===== src/dlr_pkg.sv =====
// Shared types and constants for the dashed line rasterizer.
`timescale 1ns / 1ps
`default_nettype none

package dlr_pkg;

    // Widths fixed by the item format
    localparam int LEN_W    = 8;
    localparam int COLOUR_W = 16;
    localparam int CFG_IDX_W = 2;

    // Configuration register indexes
    localparam logic [CFG_IDX_W-1:0] REG_DASH_LENGTH = 2'd0;
    localparam logic [CFG_IDX_W-1:0] REG_GAP_LENGTH  = 2'd1;
    localparam logic [CFG_IDX_W-1:0] REG_BRUSH_SIZE  = 2'd2;

    // Register values after reset
    localparam logic [LEN_W-1:0] DASH_LENGTH_RST = 8'd5;
    localparam logic [LEN_W-1:0] GAP_LENGTH_RST  = 8'd5;
    localparam logic [LEN_W-1:0] BRUSH_SIZE_RST  = 8'd1;

    // Item kind carried on the input tuser
    typedef enum logic {
        ACT_START = 1'b0,
        ACT_STEP  = 1'b1
    } action_t;

    // Configuration register set handed to the line walker
    typedef struct packed {
        logic [LEN_W-1:0] dash_length;
        logic [LEN_W-1:0] gap_length;
        logic [LEN_W-1:0] brush_size;
    } cfg_t;

endpackage

`default_nettype wire


===== src/dlr_walker.sv =====
// Bresenham line walker with dash counter and brush edge computation.
`timescale 1ns / 1ps
`default_nettype none

module dlr_walker #(
    parameter int COORD_BITS = 10
) (
    input  wire logic                          aclk,
    input  wire logic                          aresetn,
    input  wire logic                          in_valid,
    input  wire dlr_pkg::action_t              in_action,
    input  wire logic [COORD_BITS-1:0]         start_x,
    input  wire logic [COORD_BITS-1:0]         start_y,
    input  wire logic [COORD_BITS-1:0]         end_x,
    input  wire logic [COORD_BITS-1:0]         end_y,
    input  wire logic [dlr_pkg::COLOUR_W-1:0]  line_colour_in,
    input  wire dlr_pkg::cfg_t                 cfg,
    output logic                               out_valid,
    // pixel_x, pixel_y, brush_x_end, brush_y_end, pixel_colour
    output logic [4*COORD_BITS+dlr_pkg::COLOUR_W-1:0] out_data,
    output logic                               out_paint,
    output logic                               out_last,
    output logic                               line_active
);

    localparam int CB    = COORD_BITS;
    localparam int ERR_W = COORD_BITS + 2;
    localparam int LEN_W = dlr_pkg::LEN_W;

    // Line state
    logic [CB-1:0]                  cursor_x_reg, cursor_x_next;
    logic [CB-1:0]                  cursor_y_reg, cursor_y_next;
    logic [CB-1:0]                  target_x_reg, target_x_next;
    logic [CB-1:0]                  target_y_reg, target_y_next;
    logic                           x_goes_down_reg, x_goes_down_next;
    logic                           y_goes_down_reg, y_goes_down_next;
    logic [CB-1:0]                  span_x_reg, span_x_next;
    logic [CB-1:0]                  span_y_reg, span_y_next;
    logic signed [ERR_W-1:0]        error_term_reg, error_term_next;
    logic [LEN_W-1:0]               dash_phase_reg, dash_phase_next;
    logic                           in_dash_reg, in_dash_next;
    logic                           line_active_reg, line_active_next;
    logic [dlr_pkg::COLOUR_W-1:0]   held_colour_reg, held_colour_next;

    // Step arithmetic
    logic                           at_end;
    logic                           do_step;
    logic [LEN_W-1:0]               seg_len;
    logic [LEN_W:0]                 phase_inc;
    logic signed [ERR_W:0]          e2;
    logic signed [ERR_W:0]          span_x_ext;
    logic signed [ERR_W:0]          span_y_ext;
    logic signed [ERR_W:0]          err_sum;
    logic                           move_x;
    logic                           move_y;
    logic                           start_x_down;
    logic                           start_y_down;
    logic [CB-1:0]                  start_span_x;
    logic [CB-1:0]                  start_span_y;

    // Brush edge
    logic [LEN_W-1:0]               brush_m1;
    logic [CB:0]                    bx_sum;
    logic [CB:0]                    by_sum;
    logic [CB-1:0]                  brush_x_end;
    logic [CB-1:0]                  brush_y_end;

    assign at_end  = (cursor_x_reg == target_x_reg) && (cursor_y_reg == target_y_reg);
    assign do_step = in_valid && (in_action == dlr_pkg::ACT_STEP) && line_active_reg;

    // Start: direction and span of each axis
    assign start_x_down = end_x < start_x;
    assign start_y_down = end_y < start_y;
    assign start_span_x = start_x_down ? (start_x - end_x) : (end_x - start_x);
    assign start_span_y = start_y_down ? (start_y - end_y) : (end_y - start_y);

    // Dash counter advance
    assign seg_len   = in_dash_reg ? cfg.dash_length : cfg.gap_length;
    assign phase_inc = {1'b0, dash_phase_reg} + (LEN_W+1)'(1);

    // Bresenham decision on twice the error
    assign span_x_ext = $signed({3'b000, span_x_reg});
    assign span_y_ext = $signed({3'b000, span_y_reg});
    assign e2         = $signed({error_term_reg, 1'b0});
    assign move_x     = e2 >= -span_y_ext;
    assign move_y     = e2 <= span_x_ext;
    assign err_sum    = $signed({error_term_reg[ERR_W-1], error_term_reg})
                        - (move_x ? span_y_ext : '0)
                        + (move_y ? span_x_ext : '0);

    // Next state
    always_comb begin
        cursor_x_next    = cursor_x_reg;
        cursor_y_next    = cursor_y_reg;
        target_x_next    = target_x_reg;
        target_y_next    = target_y_reg;
        x_goes_down_next = x_goes_down_reg;
        y_goes_down_next = y_goes_down_reg;
        span_x_next      = span_x_reg;
        span_y_next      = span_y_reg;
        error_term_next  = error_term_reg;
        dash_phase_next  = dash_phase_reg;
        in_dash_next     = in_dash_reg;
        line_active_next = line_active_reg;
        held_colour_next = held_colour_reg;

        if (in_valid && (in_action == dlr_pkg::ACT_START)) begin
            // load a new line, abandoning any running one
            cursor_x_next    = start_x;
            cursor_y_next    = start_y;
            target_x_next    = end_x;
            target_y_next    = end_y;
            x_goes_down_next = start_x_down;
            y_goes_down_next = start_y_down;
            span_x_next      = start_span_x;
            span_y_next      = start_span_y;
            error_term_next  = $signed({2'b00, start_span_x}) - $signed({2'b00, start_span_y});
            dash_phase_next  = '0;
            in_dash_next     = 1'b1;
            line_active_next = 1'b1;
            held_colour_next = line_colour_in;
        end else if (do_step) begin
            // advance the dash pattern
            if (phase_inc >= {1'b0, seg_len}) begin
                dash_phase_next = '0;
                in_dash_next    = !in_dash_reg;
            end else begin
                dash_phase_next = phase_inc[LEN_W-1:0];
            end
            // walk one pixel, or finish at the endpoint
            if (at_end) begin
                line_active_next = 1'b0;
            end else begin
                error_term_next = err_sum[ERR_W-1:0];
                if (move_x) begin
                    cursor_x_next = x_goes_down_reg ? cursor_x_reg - 1'b1
                                                    : cursor_x_reg + 1'b1;
                end
                if (move_y) begin
                    cursor_y_next = y_goes_down_reg ? cursor_y_reg - 1'b1
                                                    : cursor_y_reg + 1'b1;
                end
            end
        end
    end

    always_ff @(posedge aclk) begin
        if (!aresetn) begin
            cursor_x_reg    <= '0;
            cursor_y_reg    <= '0;
            target_x_reg    <= '0;
            target_y_reg    <= '0;
            x_goes_down_reg <= 1'b0;
            y_goes_down_reg <= 1'b0;
            span_x_reg      <= '0;
            span_y_reg      <= '0;
            error_term_reg  <= '0;
            dash_phase_reg  <= '0;
            in_dash_reg     <= 1'b1;
            line_active_reg <= 1'b0;
            held_colour_reg <= '0;
        end else begin
            cursor_x_reg    <= cursor_x_next;
            cursor_y_reg    <= cursor_y_next;
            target_x_reg    <= target_x_next;
            target_y_reg    <= target_y_next;
            x_goes_down_reg <= x_goes_down_next;
            y_goes_down_reg <= y_goes_down_next;
            span_x_reg      <= span_x_next;
            span_y_reg      <= span_y_next;
            error_term_reg  <= error_term_next;
            dash_phase_reg  <= dash_phase_next;
            in_dash_reg     <= in_dash_next;
            line_active_reg <= line_active_next;
            held_colour_reg <= held_colour_next;
        end
    end

    // Brush corner: pixel plus size minus one, a zero size acts as one
    assign brush_m1    = (cfg.brush_size == '0) ? '0 : cfg.brush_size - 1'b1;
    assign bx_sum      = {1'b0, cursor_x_reg} + {{(CB+1-LEN_W){1'b0}}, brush_m1};
    assign by_sum      = {1'b0, cursor_y_reg} + {{(CB+1-LEN_W){1'b0}}, brush_m1};
    assign brush_x_end = bx_sum[CB] ? '1 : bx_sum[CB-1:0];
    assign brush_y_end = by_sum[CB] ? '1 : by_sum[CB-1:0];

    // Result of the current pixel
    assign out_valid   = do_step;
    assign out_data    = {held_colour_reg, brush_y_end, brush_x_end, cursor_y_reg, cursor_x_reg};
    assign out_paint   = in_dash_reg;
    assign out_last    = at_end;
    assign line_active = line_active_reg;

endmodule

`default_nettype wire


===== src/dlr_outbuf.sv =====
// Two-entry skid buffer holding results until the downstream side takes them.
`timescale 1ns / 1ps
`default_nettype none

module dlr_outbuf #(
    parameter int DATA_W = 58
) (
    input  wire logic              aclk,
    input  wire logic              aresetn,
    input  wire logic              in_valid,
    output logic                   in_ready,
    input  wire logic [DATA_W-1:0] in_data,
    output logic                   out_valid,
    input  wire logic              out_ready,
    output logic [DATA_W-1:0]      out_data
);

    logic              main_valid_reg;
    logic              skid_valid_reg;
    logic [DATA_W-1:0] main_data_reg;
    logic [DATA_W-1:0] skid_data_reg;

    // Control: the skid entry absorbs a result when the main entry is stalled
    always_ff @(posedge aclk) begin
        if (!aresetn) begin
            main_valid_reg <= 1'b0;
            skid_valid_reg <= 1'b0;
        end else if (skid_valid_reg) begin
            if (out_ready) begin
                skid_valid_reg <= 1'b0;
            end
        end else if (in_valid) begin
            if (main_valid_reg && !out_ready) begin
                skid_valid_reg <= 1'b1;
            end else begin
                main_valid_reg <= 1'b1;
            end
        end else if (out_ready) begin
            main_valid_reg <= 1'b0;
        end
    end

    // Payload: move skid into main on transfer, else load incoming result
    always_ff @(posedge aclk) begin
        if (skid_valid_reg) begin
            if (out_ready) begin
                main_data_reg <= skid_data_reg;
            end
        end else if (in_valid) begin
            if (main_valid_reg && !out_ready) begin
                skid_data_reg <= in_data;
            end else begin
                main_data_reg <= in_data;
            end
        end
    end

    assign in_ready  = !skid_valid_reg;
    assign out_valid = main_valid_reg;
    assign out_data  = main_data_reg;

endmodule

`default_nettype wire


===== src/dashed_line_rasterizer.sv =====
// Dashed Bresenham line rasterizer with square brush: top level.
// A step item's result is registered in the output buffer before it shows on m_tvalid.
// Throughput: one item per cycle while s_tready is high; each step is combinational.
// A two-entry output skid buffer keeps s_tready high while one result waits downstream.
// Reset (synchronous, aresetn low): no line active, dash 5, gap 5, brush 1, buffer empty.
`timescale 1ns / 1ps
`default_nettype none

module dashed_line_rasterizer #(
    parameter int COORD_BITS = 10
) (
    input  wire logic                  aclk,
    input  wire logic                  aresetn,
    // start_x, start_y, end_x, end_y, line_colour_in
    input  wire logic [((4*COORD_BITS+dlr_pkg::COLOUR_W+7)/8)*8-1:0] s_tdata,
    // action
    input  wire logic                  s_tuser,
    input  wire logic                  s_tvalid,
    output logic                       s_tready,
    // pixel_x, pixel_y, brush_x_end, brush_y_end, pixel_colour
    output logic [((4*COORD_BITS+dlr_pkg::COLOUR_W+7)/8)*8-1:0] m_tdata,
    // paint
    output logic                       m_tuser,
    output logic                       m_tlast,
    output logic                       m_tvalid,
    input  wire logic                  m_tready,
    input  wire logic                  cfg_valid,
    output logic                       cfg_ready,
    input  wire logic [dlr_pkg::CFG_IDX_W-1:0] cfg_index,
    input  wire logic [dlr_pkg::LEN_W-1:0]     cfg_data
);

    localparam int CB       = COORD_BITS;
    localparam int FIELDS_W = 4*COORD_BITS + dlr_pkg::COLOUR_W;
    localparam int BUF_W    = FIELDS_W + 2;
    localparam int TDATA_W  = ((FIELDS_W + 7) / 8) * 8;

    dlr_pkg::cfg_t       cfg_reg, cfg_next;
    logic                in_xfer;
    logic                walk_valid;
    logic [FIELDS_W-1:0] walk_data;
    logic                walk_paint;
    logic                walk_last;
    logic                line_active;
    logic                buf_ready;
    logic [BUF_W-1:0]    buf_out;

    // Configuration registers, always ready
    assign cfg_ready = 1'b1;

    always_comb begin
        cfg_next = cfg_reg;
        if (cfg_valid) begin
            case (cfg_index)
                dlr_pkg::REG_DASH_LENGTH: cfg_next.dash_length = cfg_data;
                dlr_pkg::REG_GAP_LENGTH:  cfg_next.gap_length  = cfg_data;
                dlr_pkg::REG_BRUSH_SIZE:  cfg_next.brush_size  = cfg_data;
                default:                  cfg_next = cfg_reg;
            endcase
        end
    end

    always_ff @(posedge aclk) begin
        if (!aresetn) begin
            cfg_reg.dash_length <= dlr_pkg::DASH_LENGTH_RST;
            cfg_reg.gap_length  <= dlr_pkg::GAP_LENGTH_RST;
            cfg_reg.brush_size  <= dlr_pkg::BRUSH_SIZE_RST;
        end else begin
            cfg_reg <= cfg_next;
        end
    end

    // Input transfer
    assign s_tready = buf_ready;
    assign in_xfer  = s_tvalid && buf_ready;

    dlr_walker #(
        .COORD_BITS (COORD_BITS)
    ) u_walker (
        .aclk           (aclk),
        .aresetn        (aresetn),
        .in_valid       (in_xfer),
        .in_action      (dlr_pkg::action_t'(s_tuser)),
        .start_x        (s_tdata[CB-1:0]),
        .start_y        (s_tdata[2*CB-1:CB]),
        .end_x          (s_tdata[3*CB-1:2*CB]),
        .end_y          (s_tdata[4*CB-1:3*CB]),
        .line_colour_in (s_tdata[FIELDS_W-1:4*CB]),
        .cfg            (cfg_reg),
        .out_valid      (walk_valid),
        .out_data       (walk_data),
        .out_paint      (walk_paint),
        .out_last       (walk_last),
        .line_active    (line_active)
    );

    dlr_outbuf #(
        .DATA_W (BUF_W)
    ) u_outbuf (
        .aclk      (aclk),
        .aresetn   (aresetn),
        .in_valid  (walk_valid),
        .in_ready  (buf_ready),
        .in_data   ({walk_last, walk_paint, walk_data}),
        .out_valid (m_tvalid),
        .out_ready (m_tready),
        .out_data  (buf_out)
    );

    // Unpack the buffered result
    assign m_tdata = TDATA_W'(buf_out[FIELDS_W-1:0]);
    assign m_tuser = buf_out[FIELDS_W];
    assign m_tlast = buf_out[FIELDS_W+1];

    // Reset leaves the block ready with nothing to send
    assert property (@(posedge aclk) !aresetn |=> s_tready && !m_tvalid)
        else $error("not ready or result pending after reset");

    // A start transfer always leaves a line running
    assert property (@(posedge aclk) disable iff (!aresetn)
        (in_xfer && (s_tuser == dlr_pkg::ACT_START)) |=> line_active)
        else $error("start transfer did not begin a line");

    // The endpoint result ends the line
    assert property (@(posedge aclk) disable iff (!aresetn)
        (walk_valid && walk_last) |=> !line_active)
        else $error("line still active after its endpoint");

endmodule

`default_nettype wire

===== config.mk =====
export PLATFORM = sky130hd
export DESIGN_NAME = dashed_line_rasterizer
export DESIGN_NICKNAME = d
export VERILOG_FILES = /design/src/dlr_pkg.sv /design/src/dlr_walker.sv /design/src/dlr_outbuf.sv /design/src/dashed_line_rasterizer.sv
export SDC_FILE = /design/constraint.sdc
export NUM_CORES = 1
export LEC_CHECK = 0
export BUFFER_PORTS_ARGS = -buffer_cell sky130_fd_sc_hd__clkbuf_2
export CELL_PAD_IN_SITES_DETAIL_PLACEMENT = 0
export CELL_PAD_IN_SITES_GLOBAL_PLACEMENT = 1
export CORE_UTILIZATION = 43
export DETAILED_ROUTE_END_ITERATION = 8
export HOLD_SLACK_MARGIN = 0.05
export PLACE_DENSITY = 0.84
export SLEW_MARGIN = 20
export SYNTH_ARGS = -nofsm -noshare
export SYNTH_HDL_FRONTEND = slang
export SYNTH_SLANG_ARGS = --single-unit

===== constraint.sdc =====
create_clock -name aclk -period 4.73 [get_ports aclk]
set_input_delay 0.7095 -clock aclk [delete_from_list [all_inputs] [get_ports aclk]]
set_output_delay 0.7095 -clock aclk [all_outputs]
set_load 0.02 [all_outputs]

==> impl_metrics.json <==
{
  "portBuffers": 131,
  "layout_setup_ws_ps": 111,
  "seq_area_um2": 6010,
  "core-area_um2": 33900,
  "required_ps": 5160,
  "clock-sinks": 242,
  "yosys-top-cells-area": "edfxtp_1 23%, dfxtp_1 17%, ha_1 11%",
  "skew_ps": 14.2,
  "vdd_ir_drop_max_mv": 0.228,
  "ctsRootBufferMaster": "clkbuf_16",
  "fin_util": 0.512,
  "numCtsBuffers": 26,
  "timing_worst_setup_path_type": "reg2reg",
  "die_w_um": 188,
  "hold_end": "u_walker.held_colour_reg[2]",
  "synth_seq_cells": 242,
  "finalMaxSlewViolations": 0,
  "dpl.hpwl_mm": 28.7,
  "worstMarginPinSlew_ps": 895,
  "status": "finished clean",
  "drcViolationCount": 0,
  "dp.cells": 2121,
  "cts_buffer_depth": 3,
  "synth_cell_types": 74,
  "dr.first_iter.drc_count": 598,
  "synth_area_um2": 14900,
  "rrSetupSlack_ps": 110,
  "grt_max_degree": 75,
  "yosysTopAreaCell": "edfxtp_1",
  "grt_pass1_wl_mm": 59.2,
  "die_area_um2": 35500,
  "grt_pass1_vias": 11100,
  "syn-mean-instance-area_um2": 9.58,
  "final_cells": 2174,
  "seq_area_frac_synth": 0.402,
  "ys_warn_count": 0,
  "htree_levels": 1,
  "maxSlewHeadroom": 0.403,
  "final-hold-violation-count": 0,
  "timing.rr.end": "u_walker.error_term_reg[10]",
  "diodes": 0,
  "rows": 67,
  "hp-start": "s_tdata[42]",
  "clock_latency_ps": 540,
  "start_util": 0.441,
  "ios": 133,
  "postRouteAntennaNets": 0,
  "crit_fanout": 8,
  "drt-total-wl_mm": 37.8,
  "multi_input_area_um2": 8400,
  "syn_inst": 1559,
  "fin_nets": 1924,
  "antenna_found_initial": 0,
  "hp-class": "in2reg",
  "r2r_start": "u_walker.span_y_reg[5]",
  "syn_nets": 1777,
  "hold_depth": 3,
  "clkTransAtPathRegs_ps": 70,
  "syn_to_final_growth_pct": 16.1,
  "vias": 11700,
  "p_leak_nw": 7.44,
  "start_kind": "register",
  "r2r_cells": 21,
  "vias_per_cell": 5.39,
  "startpoint": "u_walker.span_y_reg[5]",
  "dp_slack_ps": -146,
  "rsz0062_at_grt": "yes",
  "grt-ovfl-total": 0,
  "holdWs_ps": 397,
  "synth-edff-count": 116,
  "setup_viol": 0,
  "cp.arrival_ps": 5050,
  "place_congestion": 0.899,
  "synth_top_area_share": 0.233,
  "grt_use_total": 0.209,
  "ys.flop_type": "dfxtp_1",
  "min_period_ps": 4620,
  "finalCritPeriodShare": 0.977,
  "max_freq_mhz": 216,
  "dr.pass1.iters": 5,
  "synth_common_cells": "161 x nand2_1, 127 x ha_1, 126 x dfxtp_1, 116 x a21oi_1, 116 x edfxtp_1",
  "fill_cells": 3175,
  "die_y_um": 188,
  "drive_above_1_share": 0.187,
  "end_kind": "register",
  "tritoncts": "built",
  "synthArstFlopShare": 0,
  "cap_violations": 0,
  "powerDensity_nw_per_um2": 376,
  "avgRoutedWirePerCell_um": 17.4,
  "yosysMostFrequentCell": "nand2_1"
}
[stage by stage]
step	TNS [ps]	instance area, µm²	power (W)
2_1_floorplan	0	14900	0.00373
3_3_place_gp	-67.6	16300	0.00426
3_5_place_dp	-324	16300	0.00430
4_1_cts	0	17200	0.00645
5_1_grt	-361	17400	0.00687
6_report	0	17400	0.00653
[cell families after synthesis]
| group | Yosys count | share of synthesized area |
|---|---|---|
| other | 1 | 0.000251 |
| buffers and inverters | 177 | 0.0463 |
| muxes | 114 | 0.0809 |
| DFF | 242 | 0.402 |
| adders and majority gates | 146 | 0.132 |
| and+or+nand+nor | 430 | 0.135 |
| xor gates and xnor gates | 93 | 0.0545 |
| AOI/OAI and AO/OA | 356 | 0.150 |
[final cells by class]
| type | count | area share |
|---|---|---|
| clock buffer | 34 | 0.0410 |
| clock inverter | 14 | 0.0103 |
| inverter | 115 | 0.0249 |
| multi-input combinational | 1140 | 0.484 |
| sequential | 242 | 0.346 |
| tap | 448 | 0.0323 |
| timing repair buffer | 181 | 0.0611 |
[cell usage in the layout (no fill, tap or decap), types with 12 or more instances in the layout]
master / instances
ha_1: 124
inv_1: 113
buf_4: 47
a211oi_1: 19
mux2_2: 50
nand2_1: 159
o21ai_1: 12
a21o_1: 23
and2_1: 16
xor2_1: 40
fa_1: 18
mux2i_1: 63
a21oi_1: 113
nor3_1: 19
clkbuf_16: 27
edfxtp_1: 116
nor2b_1: 19
nand3_1: 26
nand2b_1: 20
o21ai_0: 78
dfxtp_1: 124
xnor2_1: 52
nor2_1: 93
clkbuf_2: 131
[worst max path at each step]
stage	to	slack [ps]	cells past startpoint
2_1_floorplan	u_walker.error_term_reg[6]	20	21
3_3_place_gp	u_walker.error_term_reg[6]	-50	20
3_5_place_dp	u_walker.error_term_reg[6]	-150	20
4_1_cts	u_walker.error_term_reg[6]	2	20
5_1_grt	u_walker.error_term_reg[6]	-130	20
6_report	u_walker.error_term_reg[10]	110	21
[power breakdown]
part	leakage [nW]	internal (W)	switching, W
Combinational	4.94	0.000924	0.00111
Clock	0.425	0.00128	0.000826
Sequential	2.08	0.00229	0.0000987
Total	7.44	0.00449	0.00204
[repair_timing]
item,4_1_cts,5_1_grt
pin swaps,6,22
hold buffers,0,0
setup buffers,2,3
gates resized for setup,15,19
setup endpoints to repair,5,8
[per-layer routing]
layer / share of wire / wire, µm / up-vias / global-route usage
met5: 0 / 0 / - / 0
met4: 0.024 / 906 / 0 / 0.0509
met3: 0.038 / 1440 / 50 / 0.0251
met2: 0.46 / 17400 / 246 / 0.344
met1: 0.48 / 18000 / 5584 / 0.291
li1: - / - / 5830 / -
[critical path, cell delays in order, from the launching register on]
cell and delay, ps:
dfxtp_2 320, or4_4 550, nor2_4 120, nand2_2 100, xnor2_2 150, ha_1 320
o21ai_2 180, nor2_2 60, o31ai_2 220, a41oi_2 200, buf_6 180, and2_1 170
fa_1 500, inv_1 40, ha_1 320, a21o_1 220, a21oi_1 130, o21ai_0 140
a21o_1 210, a21oi_2 140, xor2_1 160, a211oi_1 80
Power figures use the tool's default switching activity.
